### src/rtl/core/assert_macros.svh
// ----------------------------------------------------------------------------
// Assertion macros
// Shared clocked assertion forms for the extrapolation table RTL.
// ----------------------------------------------------------------------------
`ifndef ASSERT_MACROS_SVH
`define ASSERT_MACROS_SVH

// Property must hold at every clock edge outside reset.
`define ASSERT_CLK(label, clk, rst_n, prop) \
  label: assert property (@(posedge clk) disable iff (!rst_n) prop) \
    else $error("assertion failed");

// Condition must never be true outside reset.
`define ASSERT_NEVER(label, clk, rst_n, cond) \
  label: assert property (@(posedge clk) disable iff (!rst_n) !(cond)) \
    else $error("forbidden condition seen");

`endif

### src/rtl/core/rext_pkg.sv
// ----------------------------------------------------------------------------
// rext_pkg
// Types and constants shared by the extrapolation table modules.
// ----------------------------------------------------------------------------
package rext_pkg;

  localparam int VAL_W         = 48;  // Q24.24 entry width
  localparam int DIFF_W        = VAL_W + 1;
  localparam int SUM_W         = VAL_W + 2;
  localparam int LVL_W         = 4;   // level counter width
  localparam int OUT_IDX_W     = 3;   // level and column fields on the port
  localparam int DIV_BITS      = 8;   // dividend bits retired per cycle (about)
  localparam int MAX_LEVEL_DEF = 8;

  typedef logic signed [VAL_W-1:0] val_t;

  localparam val_t VAL_MAX = {1'b0, {(VAL_W-1){1'b1}}};
  localparam val_t VAL_MIN = {1'b1, {(VAL_W-1){1'b0}}};

  typedef enum logic [2:0] {
    CS_IDLE,
    CS_ABS,
    CS_DIV,
    CS_ADD,
    CS_DONE
  } cell_state_t;

  typedef struct packed {
    logic load;   // capture neighbor value as new previous-row entry
    logic run;    // also compute the next column from it
    logic take;   // result moved to the output register
  } cell_ctl_t;

  typedef struct packed {
    logic done;
    logic sat;
    val_t value;
  } cell_res_t;

endpackage

### src/rtl/core/rext_if.sv
// ----------------------------------------------------------------------------
// rext_if
// Valid/ready channels for estimate requests and tableau entries.
// ----------------------------------------------------------------------------
interface rext_in_if import rext_pkg::*; ();
  logic valid;
  logic ready;
  val_t base_estimate;
  logic restart;

  modport source (output valid, output base_estimate, output restart, input ready);
  modport sink   (input valid, input base_estimate, input restart, output ready);
endinterface

interface rext_out_if import rext_pkg::*; ();
  logic                 valid;
  logic                 ready;
  logic [OUT_IDX_W-1:0] level;
  logic [OUT_IDX_W-1:0] column;
  val_t                 value;
  logic                 saturated;
  logic                 last;

  modport source (output valid, output level, output column, output value,
                  output saturated, output last, input ready);
  modport sink   (input valid, input level, input column, input value,
                  input saturated, input last, output ready);
endinterface

### src/rtl/core/rext_cell.sv
// ----------------------------------------------------------------------------
// rext_cell
// One tableau column: holds previous-row entry, divides by 2^K-1, saturates.
// ----------------------------------------------------------------------------
`include "assert_macros.svh"

module rext_cell import rext_pkg::*; #(
  parameter int K = 1
) (
  input  logic      clk,
  input  logic      rst_n,
  input  val_t      col_in,
  input  cell_ctl_t ctl,
  output cell_res_t res
);

  // Divisor 2^K-1: chunk recurrence over K-bit digits, STEPS digits a cycle.
  localparam int STEPS = (DIV_BITS + K - 1) / K;
  localparam int NCH   = (VAL_W + K - 1) / K;
  localparam int NCYC  = (NCH + STEPS - 1) / STEPS;
  localparam int NUM_W = NCYC * STEPS * K;
  localparam int CNT_W = $clog2(NCYC + 1);
  localparam logic [K-1:0]     DIV      = {K{1'b1}};
  localparam logic [CNT_W-1:0] CNT_LAST = CNT_W'(NCYC - 1);

  cell_state_t state_r, state_nxt;

  val_t               prev_r;
  val_t               acc_r;
  logic [DIFF_W-1:0]  diff_r;
  logic               neg_r;
  logic [NUM_W-1:0]   num_r, num_nxt;
  logic [NUM_W-1:0]   quo_r, quo_nxt;
  logic [K-1:0]       rem_r, rem_nxt;
  logic [CNT_W-1:0]   cnt_r;
  val_t               val_r;
  logic               sat_r;

  logic [DIFF_W-1:0]  mag;
  logic [VAL_W-1:0]   quo_mag;
  logic [SUM_W-1:0]   sum;
  logic               ovf;

  // state register
  always_ff @(posedge clk) begin
    if (!rst_n) begin
      state_r <= CS_IDLE;
    end else begin
      state_r <= state_nxt;
    end
  end

  always_comb begin
    state_nxt = state_r;
    case (state_r)
      CS_IDLE: if (ctl.load && ctl.run) state_nxt = CS_ABS;
      CS_ABS:  state_nxt = CS_DIV;
      CS_DIV:  if (cnt_r == CNT_LAST) state_nxt = CS_ADD;
      CS_ADD:  state_nxt = CS_DONE;
      CS_DONE: if (ctl.take) state_nxt = CS_IDLE;
      default: state_nxt = CS_IDLE;
    endcase
  end

  // r*2^K + c = r*D + (r + c): digit is r plus one if r + c reaches D.
  always_comb begin
    logic [NUM_W-1:0] num_v;
    logic [NUM_W-1:0] quo_v;
    logic [K-1:0]     rem_v;
    logic [K:0]       t_v;
    logic             ge_v;
    logic [K-1:0]     dig_v;
    num_v = num_r;
    quo_v = quo_r;
    rem_v = rem_r;
    for (int s = 0; s < STEPS; s++) begin
      t_v   = {1'b0, rem_v} + {1'b0, num_v[NUM_W-1 -: K]};
      ge_v  = (t_v >= {1'b0, DIV});
      dig_v = rem_v + K'(ge_v);
      rem_v = ge_v ? (t_v[K-1:0] - DIV) : t_v[K-1:0];
      num_v = num_v << K;
      quo_v = {quo_v[NUM_W-K-1:0], dig_v};
    end
    num_nxt = num_v;
    quo_nxt = quo_v;
    rem_nxt = rem_v;
  end

  assign mag     = diff_r[DIFF_W-1] ? (~diff_r + 1'b1) : diff_r;
  assign quo_mag = quo_r[VAL_W-1:0];
  assign sum     = neg_r ? ({{2{acc_r[VAL_W-1]}}, acc_r} - {2'b00, quo_mag})
                         : ({{2{acc_r[VAL_W-1]}}, acc_r} + {2'b00, quo_mag});
  assign ovf     = (sum[SUM_W-1] != sum[VAL_W-1]) || (sum[SUM_W-2] != sum[VAL_W-1]);

  always_ff @(posedge clk) begin
    if (ctl.load) prev_r <= col_in;
    case (state_r)
      CS_IDLE: begin
        if (ctl.load && ctl.run) begin
          acc_r  <= col_in;
          diff_r <= {col_in[VAL_W-1], col_in} - {prev_r[VAL_W-1], prev_r};
        end
      end
      CS_ABS: begin
        neg_r <= diff_r[DIFF_W-1];
        num_r <= NUM_W'(mag[VAL_W-1:0]);
        quo_r <= '0;
        rem_r <= '0;
        cnt_r <= '0;
      end
      CS_DIV: begin
        num_r <= num_nxt;
        quo_r <= quo_nxt;
        rem_r <= rem_nxt;
        cnt_r <= cnt_r + 1'b1;
      end
      CS_ADD: begin
        sat_r <= ovf;
        val_r <= ovf ? (sum[SUM_W-1] ? VAL_MIN : VAL_MAX) : sum[VAL_W-1:0];
      end
      default: ;
    endcase
  end

  assign res = '{done: (state_r == CS_DONE), sat: sat_r, value: val_r};

  `ASSERT_NEVER(a_rem_below_div, clk, rst_n, (state_r == CS_DIV) && (rem_r == DIV))
  `ASSERT_NEVER(a_take_when_done, clk, rst_n, ctl.take && (state_r != CS_DONE))
  `ASSERT_NEVER(a_run_when_idle, clk, rst_n, ctl.run && (state_r != CS_IDLE))

endmodule

### src/rtl/core/richardson_extrapolation_table.sv
// ----------------------------------------------------------------------------
// richardson_extrapolation_table
// Richardson tableau, one row per estimate request, one entry per result.
// ----------------------------------------------------------------------------
// Use: in_ch takes one request (base_estimate in signed Q24.24, restart).
// Level m of a table (m = 0 after restart, after reset or after MAX_LEVEL
// rows) returns m+1 entries on out_ch, columns 0..m, last set on column m.
// Column 0 is held in the column-0 register once the request is taken
// and moves to the output register when that is free. Each later column k
// is made by cell k after column k-1 is taken: the cell forms the difference
// to its previous-row entry, takes its magnitude, divides it by 2^k-1 with
// an iterative recurrence, then adds and saturates. Rows are worked one at
// a time.
// in_ch.ready rises again in the cycle after the last column of a row has
// moved into the output register, so the next request overlaps the wait
// for that entry to be taken. A stalled receiver holds the output register
// and freezes the chain: the finished cell keeps its entry until taken.
// Reset clears the level counter and all control state; the stored previous
// row is not cleared, since a row only reads entries the row before wrote.
// ----------------------------------------------------------------------------
`include "assert_macros.svh"

module richardson_extrapolation_table import rext_pkg::*; #(
  parameter int MAX_LEVEL = MAX_LEVEL_DEF
) (
  input logic        clk,
  input logic        rst_n,
  rext_in_if.sink    in_ch,
  rext_out_if.source out_ch
);

  localparam logic [LVL_W:0] LVL_LIMIT = (LVL_W + 1)'(MAX_LEVEL);

  // Control
  logic             busy_r;      // a row is in flight
  logic             s0_pend_r;   // column 0 waits for the output register
  logic [LVL_W-1:0] cur_lvl_r;   // level of the next request
  logic [LVL_W-1:0] lvl_r;       // level of the row in flight
  logic [LVL_W-1:0] col_r;       // next column to emit
  logic             out_valid_r;

  // Payload
  val_t                 s0_val_r;
  logic [OUT_IDX_W-1:0] out_level_r;
  logic [OUT_IDX_W-1:0] out_column_r;
  val_t                 out_value_r;
  logic                 out_sat_r;
  logic                 out_last_r;

  logic             accept;
  logic             slot_free;
  logic             take;
  logic             last;
  logic [LVL_W-1:0] new_lvl;

  // Stage 0 is the column-0 register here; stages 1.. are the cells.
  cell_res_t            cres [MAX_LEVEL];
  cell_ctl_t            cctl [1:MAX_LEVEL-1];
  logic [MAX_LEVEL-1:0] stage_done;
  val_t                 sel_val;
  logic                 sel_sat;

  assign in_ch.ready = !busy_r;
  assign accept      = in_ch.valid && !busy_r;

  // Restart or a full table starts over at level zero.
  assign new_lvl = (in_ch.restart || ({1'b0, cur_lvl_r} >= LVL_LIMIT)) ? '0 : cur_lvl_r;

  assign last      = (col_r == lvl_r);
  assign slot_free = !out_valid_r || out_ch.ready;
  assign take      = (|stage_done) && slot_free;

  assign cres[0] = '{done: s0_pend_r, sat: 1'b0, value: s0_val_r};

  // Chain: a taken entry is handed to the next cell, which stores it as its
  // previous-row entry and, unless the row ends, computes the next column.
  for (genvar j = 1; j < MAX_LEVEL; j++) begin : g_cell
    assign cctl[j] = '{load: take && stage_done[j-1],
                       run:  take && stage_done[j-1] && !last,
                       take: take && stage_done[j]};

    rext_cell #(.K(j)) u_cell (
      .clk    (clk),
      .rst_n  (rst_n),
      .col_in (cres[j-1].value),
      .ctl    (cctl[j]),
      .res    (cres[j])
    );
  end

  for (genvar j = 0; j < MAX_LEVEL; j++) begin : g_done
    assign stage_done[j] = cres[j].done;
  end

  // At most one stage is done at a time, so an OR picks its entry.
  always_comb begin
    sel_val = '0;
    sel_sat = 1'b0;
    for (int j = 0; j < MAX_LEVEL; j++) begin
      sel_val = sel_val | (stage_done[j] ? cres[j].value : '0);
      sel_sat = sel_sat | (stage_done[j] && cres[j].sat);
    end
  end

  always_ff @(posedge clk) begin
    if (!rst_n) begin
      busy_r      <= 1'b0;
      s0_pend_r   <= 1'b0;
      cur_lvl_r   <= '0;
      lvl_r       <= '0;
      col_r       <= '0;
      out_valid_r <= 1'b0;
    end else begin
      if (accept) begin
        busy_r    <= 1'b1;
        s0_pend_r <= 1'b1;
        lvl_r     <= new_lvl;
        cur_lvl_r <= new_lvl + 1'b1;
        col_r     <= '0;
      end else if (take) begin
        col_r <= col_r + 1'b1;
        if (last) busy_r <= 1'b0;
        if (stage_done[0]) s0_pend_r <= 1'b0;
      end
      if (take) begin
        out_valid_r <= 1'b1;
      end else if (out_ch.ready) begin
        out_valid_r <= 1'b0;
      end
    end
  end

  always_ff @(posedge clk) begin
    if (accept) s0_val_r <= in_ch.base_estimate;
    if (take) begin
      out_level_r  <= lvl_r[OUT_IDX_W-1:0];
      out_column_r <= col_r[OUT_IDX_W-1:0];
      out_value_r  <= sel_val;
      out_sat_r    <= sel_sat;
      out_last_r   <= last;
    end
  end

  assign out_ch.valid     = out_valid_r;
  assign out_ch.level     = out_level_r;
  assign out_ch.column    = out_column_r;
  assign out_ch.value     = out_value_r;
  assign out_ch.saturated = out_sat_r;
  assign out_ch.last      = out_last_r;

  `ASSERT_CLK(a_one_stage_done, clk, rst_n, $onehot0(stage_done))
  `ASSERT_CLK(a_idle_no_pending, clk, rst_n, !busy_r |-> (stage_done == '0))
  `ASSERT_CLK(a_row_end_frees, clk, rst_n, (take && last) |=> !busy_r)

endmodule
### src/flat_wrapper.sv
// flat-port wrapper written by rule: the top's interface ports become plain ports
module richardson_extrapolation_table_flat import rext_pkg::*;
#(
  parameter int MAX_LEVEL = MAX_LEVEL_DEF
)
  (clk, rst_n, in_ch_valid, in_ch_base_estimate, in_ch_restart, in_ch_ready, out_ch_valid, out_ch_level, out_ch_column, out_ch_value, out_ch_saturated, out_ch_last, out_ch_ready);
  rext_in_if in_ch_i ();
  rext_out_if out_ch_i ();
  input logic clk;
  input logic rst_n;
  input wire logic [$bits(in_ch_i.valid)-1:0] in_ch_valid;
  input wire logic [$bits(in_ch_i.base_estimate)-1:0] in_ch_base_estimate;
  input wire logic [$bits(in_ch_i.restart)-1:0] in_ch_restart;
  output wire logic [$bits(in_ch_i.ready)-1:0] in_ch_ready;
  output wire logic [$bits(out_ch_i.valid)-1:0] out_ch_valid;
  output wire logic [$bits(out_ch_i.level)-1:0] out_ch_level;
  output wire logic [$bits(out_ch_i.column)-1:0] out_ch_column;
  output wire logic [$bits(out_ch_i.value)-1:0] out_ch_value;
  output wire logic [$bits(out_ch_i.saturated)-1:0] out_ch_saturated;
  output wire logic [$bits(out_ch_i.last)-1:0] out_ch_last;
  input wire logic [$bits(out_ch_i.ready)-1:0] out_ch_ready;
  assign in_ch_i.valid = in_ch_valid;
  assign in_ch_i.base_estimate = in_ch_base_estimate;
  assign in_ch_i.restart = in_ch_restart;
  assign in_ch_ready = in_ch_i.ready;
  assign out_ch_valid = out_ch_i.valid;
  assign out_ch_level = out_ch_i.level;
  assign out_ch_column = out_ch_i.column;
  assign out_ch_value = out_ch_i.value;
  assign out_ch_saturated = out_ch_i.saturated;
  assign out_ch_last = out_ch_i.last;
  assign out_ch_i.ready = out_ch_ready;
  richardson_extrapolation_table #(.MAX_LEVEL(MAX_LEVEL)) u_core (.clk(clk), .rst_n(rst_n), .in_ch(in_ch_i), .out_ch(out_ch_i));
endmodule
### config.mk
export PLATFORM = sky130hd
export DESIGN_NAME = richardson_extrapolation_table_flat
export DESIGN_NICKNAME = d
export VERILOG_FILES = /design/src/rtl/core/rext_pkg.sv /design/src/rtl/core/rext_if.sv /design/src/rtl/core/rext_cell.sv /design/src/rtl/core/richardson_extrapolation_table.sv /design/src/flat_wrapper.sv
export VERILOG_INCLUDE_DIRS = /design/src /design/src/rtl/core
export SDC_FILE = /design/constraint.sdc
export NUM_CORES = 2
export LEC_CHECK = 0
export BUFFER_PORTS_ARGS = -buffer_cell sky130_fd_sc_hd__buf_4
export CAP_MARGIN = 30
export CORE_ASPECT_RATIO = 2
export CORE_MARGIN = 2
export CORE_UTILIZATION = 60
export DETAILED_ROUTE_END_ITERATION = 10
export HOLD_SLACK_MARGIN = 0.02
export PLACE_DENSITY = 0.84
export SLEW_MARGIN = 10
export SYNTH_ARGS = -nofsm -noshare
export SYNTH_HDL_FRONTEND = slang
export SYNTH_HIERARCHICAL = 1
export SYNTH_SLANG_ARGS = --single-unit
### constraint.sdc
create_clock -name clk -period 25.3 [get_ports clk]
set_input_delay 2.53 -clock clk [delete_from_list [all_inputs] [get_ports clk]]
set_output_delay 2.53 -clock clk [all_outputs]
set_load 0.03 [all_outputs]
## Word level (Yosys, flattened, before mapping)

Cells that the tools add are included.

| cells by class | value |
|---|---|
| mux-type cells | 123 |
| bitwise operators | 21 |
| equality and inequality tests | 71 |
| order comparisons | 24 |
| add/subtract/negate cells | 106 |
| reductions and logical operators | 77 |

Operators with widths:

| operator | number |
|---|---|
| two-way mux 48 bit | 29 |
| one-hot mux 48 bit (2 select lines) | 11 |
| adder 48 x 49 -> 50 bit | 7 |
| two-way mux 50 bit | 7 |
| subtractor 48 x 49 -> 50 bit | 7 |
| subtractor 48 x 48 -> 49 bit | 7 |
| adder 48 x 1 -> 48 bit, second input constant | 7 |
| inverter 48 bit | 7 |
| OR 48 bit | 7 |
| one-hot mux 56 bit (2 select lines) | 1 |
| one-hot mux 54 bit (2 select lines) | 1 |
| one-hot mux 3 bit (5 select lines) | 7 |
| one-hot mux 50 bit (2 select lines) | 1 |
| two-way mux 3 bit | 24 |
| == test 3 x 2 -> 1 bit, second input constant | 16 |
| one-hot mux 3 bit (2 select lines) | 8 |
| != test 2 bit, second input constant | 20 |
| == test 3 bit, second input constant | 12 |
| logical AND 1 bit | 31 |
| adder 3 x 1 -> 3 bit, second input constant | 7 |
| == test 3 x 1 -> 1 bit, second input constant | 7 |
| logical NOT 3 bit | 7 |
| AND reduction 3 bit | 7 |
| nonzero test 2 bit | 10 |
| 52 further kinds | 174 |

| word-level totals | value |
|---|---|
| register bits after elaboration | 2242 |
| output and inout bits | 58 |
| input port bits | 53 |
| word-level logic and storage cells | 511 |

## Longest topological paths before layout

| logic depth | value |
|---|---|
| word-level depth | 25 |
| mapped depth | 26 |
| gate-level depth less buffers | 26 |

## Modules after synthesis

Netlist, hierarchy kept.

Modules (own cells, without submodules):

| module | seq. area each (µm²) | instances | cells an instance | area each (µm²) |
|---|---|---|---|---|
| rext_cell at u_core.g_cell[6].u_cell | 9068.7 | 1 | 1858 | 19007.0 |
| rext_cell at u_core.g_cell[7].u_cell | 9339.0 | 1 | 1828 | 18924.4 |
| rext_cell at u_core.g_cell[5].u_cell | 9098.7 | 1 | 1776 | 18601.6 |
| rext_cell at u_core.g_cell[3].u_cell | 9158.8 | 1 | 1766 | 18585.3 |
| rext_cell at u_core.g_cell[4].u_cell | 9008.6 | 1 | 1788 | 18561.6 |
| rext_cell at u_core.g_cell[2].u_cell | 8948.6 | 1 | 1705 | 18119.9 |
| rext_cell at u_core.g_cell[1].u_cell | 8918.6 | 1 | 1704 | 17774.5 |
| richardson_extrapolation_table | 3423.3 | 1 | 489 | 5914.4 |

## Least setup slack after synthesis

No wires, ideal clock.

| timing | value |
|---|---|
| kind | input port to flip-flop |
| start | in out_ch_ready |
| end | reg u_core.g_cell[5].u_cell.acc_r[0] (enable) |
| data arrival time | 14.536 ns |
| setup slack | 9.969 ns |
| stages | 5 |
| library setup time | 0.795 ns |
| buffers on the path | 1 |
| data required time | 24.505 ns |
| path through | nor2b_1 clkbuf_1 nor2b_1 nand2_1 nor4_1 |

RTL lines:

| item | RTL line | text |
|---|---|---|
| start: declaration | flat_wrapper.sv:21 | `input wire logic [$bits(out_ch_i.ready)-1:0] out_ch_ready;` |
| end signal: assignment | rext_cell.sv:100 | `acc_r <= col_in;` |
| end: declaration | rext_cell.sv:29 | `val_t acc_r;` |

## Worst setup path after layout

| timing | value |
|---|---|
| start | reg u_core.g_cell[1].u_cell.quo_r[4] |
| end | reg u_core.g_cell[1].u_cell.val_r[12] (data pin) |

| between the ends | value |
|---|---|
| word-level cells in the longest chain between the ends | 5 |
| elaborated cells on any way between the ends | 8 |
| classes of those cells | add/sub: 2; eq/ne: 2; mux: 3; reduce/logical: 1 |

RTL lines:

| item | RTL line | text |
|---|---|---|
| start: declaration | rext_cell.sv:33 | `logic [NUM_W-1:0] quo_r, quo_nxt;` |
| start signal: assignment | rext_cell.sv:113 | `quo_r <= quo_nxt;` |
| adder 48 x 49 -> 50 bit / subtractor 48 x 49 -> 50 bit (equally long branches) | rext_cell.sv:92, rext_cell.sv:91 |  |
| two-way mux 50 bit * | rext_cell.sv:91 | `assign sum = neg_r ? ({{2{acc_r[VAL_W-1]}}, acc_r} - {2'b00, quo_mag})` |
| != test 1 bit | rext_cell.sv:93 | `assign ovf = (sum[SUM_W-1] != sum[VAL_W-1]) \|\| (sum[SUM_W-2] != sum[VAL_W-1]);` |
| logical OR 1 bit | rext_cell.sv:93 |  |
| two-way mux 48 bit * | rext_cell.sv:119 | `val_r <= ovf ? (sum[SUM_W-1] ? VAL_MIN : VAL_MAX) : sum[VAL_W-1:0];` |
| end signal: assignment | rext_cell.sv:119 |  |
| end: declaration | rext_cell.sv:36 | `val_t val_r;` |

Every way passes the cells marked *; elsewhere a longest branch is shown, timed or not.
A chain may end at the register's enable or synchronous reset.

==> results.cfg <==
[status]
status = finished clean

[detailed_routing]
first_iter_violations = 10500
drtPass1Iterations = 9
viasPerCell = 6.71
drc = 0
vias = 108000
antenna_left = 0
wirelength_um = 503000
wl_per_cell_um = 31.2

[setup_path]
critPathRequiredTime_ps = 25930
path_max_fanout = 48
start_kind = flip-flop
cp.arrival_ps = 7680
slowest_delay_ps = 630
crit_type = reg -> reg
path_cells = or4_4 -> nor3b_1 -> and2_1 -> and3_1 -> nor2b_1 -> nand2_1 -> nor2_1 -> a21oi_1 -> xnor2_1 -> ha_1 -> and3_1 -> nand2_1 -> or4_1 -> o2111ai_1 -> o211a_1 -> xnor2_1 -> a21oi_4 -> buf_4 -> o21ai_0
crit_path_end_kind = flip-flop
crit_slowest_cell = or4_4

[placed_design]
place_ws_ps = 18470
globalplace.congestion = 1.13
dpl.hpwl_um = 390000
io_buffers = 110

[power]
switching_share_pct = 21.2
internal-power_mw = 5.89
power_frac_seq_pct = 54.4
p_clk_share_pct = 43.8
ir_worst_vdd_uv = 67.9
power.density_nw_per_um2 = 50.7
leakagePower_nw = 55.6
switchingPower_mw = 1.58
p_comb_share_pct = 1.8

[synthesis]
synth-adder-area-share_pct = 7.91
ys_types = 116
synth-simple-area-share_pct = 13.1
synth_top_family_by_area = compound AO/OA/AOI/OAI gates
synth_seq_area_share_pct = 49.4
synthFlopType = edfxtp_1
synth_cells = 12900
ys.warnings.count = 6
synth_seq_cells = 2242
synth_edf_count = 2206
syn_nets = 13800
synth_xor_area_share_pct = 8.67
synth-async-reset-ratio_pct = 0
synth_area_um2 = 135000
muxShareOfSynthArea_pct = 0.338
synth-compound-area-share_pct = 17.0
syn_avg_cell_area_um2 = 10.5

[sta]
setup_slack_ps = 18250
fin_crit_sh_pct = 27.9
setup-tns-final_ps = 0
relSlewSlack_pct = 19.0
tightest_slew_ps = 1210
rsz0062_at_grt = no
setup_viol = 0
skew_ps = 59.7
maxSlewViolCount = 0
hold_viol_final = 0
fin_crit_ps = 7050
fmax_mhz = 142

[clock_tree]
cts_hold_buffers = 0
cts_root_buf = clkbuf_16
clk_pin_slew_ps = 70
worstSkewPairLatency_ps = 930
tritoncts = done
cts_buffer_depth = 4
cts_resized = 0
numCtsBuffers = 206
h-tree-depth = 4
post-cts-setup-buffer-count = 0
cts_sinks = 2242

[layout]
area.growth.synth_to_final_pct = 8.73
final_net_count = 13800
nFillCells = 17400
layout-drive-gt1-share_pct = 6.95

[floorplan]
chipHeight_um = 676
rows = 246
initial_core_util_pct = 60.4
die_x_um = 340
boundaryPins = 111
coreArea_um2 = 224000
die_area_um2 = 230000

[global_route]
gr-total-overflow = 0
grt_usage_pct = 42.8
antenna_found_initial = 55
grt_max_degree = 84
grt_pass1_wl_um = 711000
grt_pass1_vias = 107000

[min_path]
hold_path.class = reg -> reg

[flow_run]
cap_violations = 0
## routing by layer
layer / GRT usage (%) / vias up / wire, um
li1: - / 47900 / -
met1: 39.0 / 52300 / 148000
met2: 73.8 / 5739 / 247000
met3: 9.54 / 2315 / 38100
met4: 49.0 / 24 / 69600
met5: 0 / - / 183
## worst max-delay path: cells and delay by family, from the launching register on
kind                     cells  cell delay, ps
buffers and inverters        1             460
AND/OR/NAND/NOR             10            3700
adder cells (fa/ha/maj)      1             440
XOR/XNOR                     2             360
flip-flops                   1             620
AO/OA/AOI/OAI                5            1110
## registers in the layout, summed over array words and instances (netlist names), 7 cells and up
| register | cells |
|---|---|
| u_core/g_cell.u_cell/quo_r | 144 |
| u_core/g_cell.u_cell/prev_r | 336 |
| u_core/g_cell.u_cell/quo_mag | 192 |
| u_core/g_cell.u_cell/sat_r | 7 |
| u_core/g_cell.u_cell/rem_r | 28 |
| u_core/g_cell.u_cell/val_r | 336 |
| u_core/g_cell.u_cell/state_r | 21 |
| u_core/s0_val_r | 48 |
| u_core/g_cell.u_cell/acc_r | 336 |
| u_core/g_cell.u_cell/neg_r | 7 |
| u_core/g_cell.u_cell/diff_r | 343 |
| u_core/out_ch.value | 48 |
| u_core/g_cell.u_cell/num_r | 352 |
| u_core/g_cell.u_cell/cnt_r | 21 |
## cells by family after synthesis
| logic type | after synthesis |
|---|---|
| AOI/OAI and AO/OA | 3685 |
| buffers and inverters | 1226 |
| and+or+nand+nor | 3538 |
| DFF | 2242 |
| adders and majority gates | 839 |
| xor gates and xnor gates | 1339 |
| muxes | 45 |
## placed cells by master, fill, tap and decap left out, types with 67 or more instances in the layout
master	count
a211oi_1	67
a21o_1	426
a21oi_1	1026
a22oi_1	195
a31oi_1	128
and3_1	359
buf_4	347
clkbuf_16	209
edfxtp_1	2206
ha_1	810
inv_1	683
nand2_1	858
nand2b_1	119
nand3_1	230
nand4_1	182
nor2_1	912
nor2b_1	132
nor3_1	217
nor4_1	80
o211ai_1	68
o21a_1	110
o21ai_0	952
o21bai_1	112
o31ai_1	133
or3_1	81
xnor2_1	766
xor2_1	571
## worst paths after layout
path                                       from  slack, ps                                 to  cells after the start
min reg2reg                 u_core/cur_lvl_r[3]        470                u_core/cur_lvl_r[3]                      2
max reg2reg  u_core/g_cell[1].u_cell/quo_mag[4]      18250  u_core/g_cell[1].u_cell/val_r[12]                     19
min                         u_core/cur_lvl_r[3]        470                u_core/cur_lvl_r[3]                      2
max          u_core/g_cell[1].u_cell/quo_mag[4]      18250  u_core/g_cell[1].u_cell/val_r[12]                     19
## power by group through the flow
stage,sequential (mW),clock [mW],combinational (mW)
4_1_cts,4.06,3.29,0.129
3_3_place_gp,4.14,0,0.123
6_report,4.06,3.27,0.135
5_1_grt,4.06,3.41,0.139
2_1_floorplan,4.13,0,0.0668
3_5_place_dp,4.14,0,0.128
## Yosys cell counts, types with 140 or more instances
| cell type | count | area [um2] |
|---|---|---|
| edfxtp_1 | 2206 | 66200 |
| nand3_1 | 230 | 1150 |
| o21ai_0 | 960 | 4800 |
| inv_1 | 683 | 2560 |
| ha_1 | 810 | 10100 |
| clkbuf_1 | 431 | 1620 |
| nand4_1 | 182 | 1140 |
| a21oi_1 | 1028 | 5140 |
| and3_1 | 359 | 2250 |
| a22oi_1 | 195 | 1460 |
| nand2_1 | 859 | 3220 |
| nor2b_1 | 140 | 876 |
| nor2_1 | 921 | 3460 |
| a21o_1 | 426 | 3200 |
| xnor2_1 | 766 | 6710 |
| nor3_1 | 226 | 1130 |
| xor2_1 | 571 | 5000 |
## stage by stage
| stage | power (mW) | util [%] | cells | cell area [um2] | hold slack, ps |
|---|---|---|---|---|---|
| after floorplan | 4.20 | - | 12900 | 135000 | 424 |
| after global placement | 4.26 | 62.4 | 15700 | 140000 | 453 |
| after detailed placement | 4.27 | 62.5 | 15700 | 140000 | 466 |
| after CTS | 7.48 | 65.5 | 16100 | 147000 | 476 |
| after global routing | 7.61 | 65.6 | 16100 | 147000 | 494 |
| final | 7.47 | 65.7 | 16100 | 147000 | 473 |
## cell type report
cell class | instances | area (um2) | area share, %
clock buffer | 242 | 5410 | 3.68
timing repair buffer | 370 | 3030 | 2.06
inverter | 686 | 2570 | 1.75
clock inverter | 130 | 1430 | 0.970
tap | 2976 | 3720 | 2.53
sequential | 2242 | 67000 | 45.5
multi-input combinational | 9446 | 64100 | 43.5
antenna | 46 | 115 | 0.0781
Note: power is estimated with default switching activity, not from simulation.
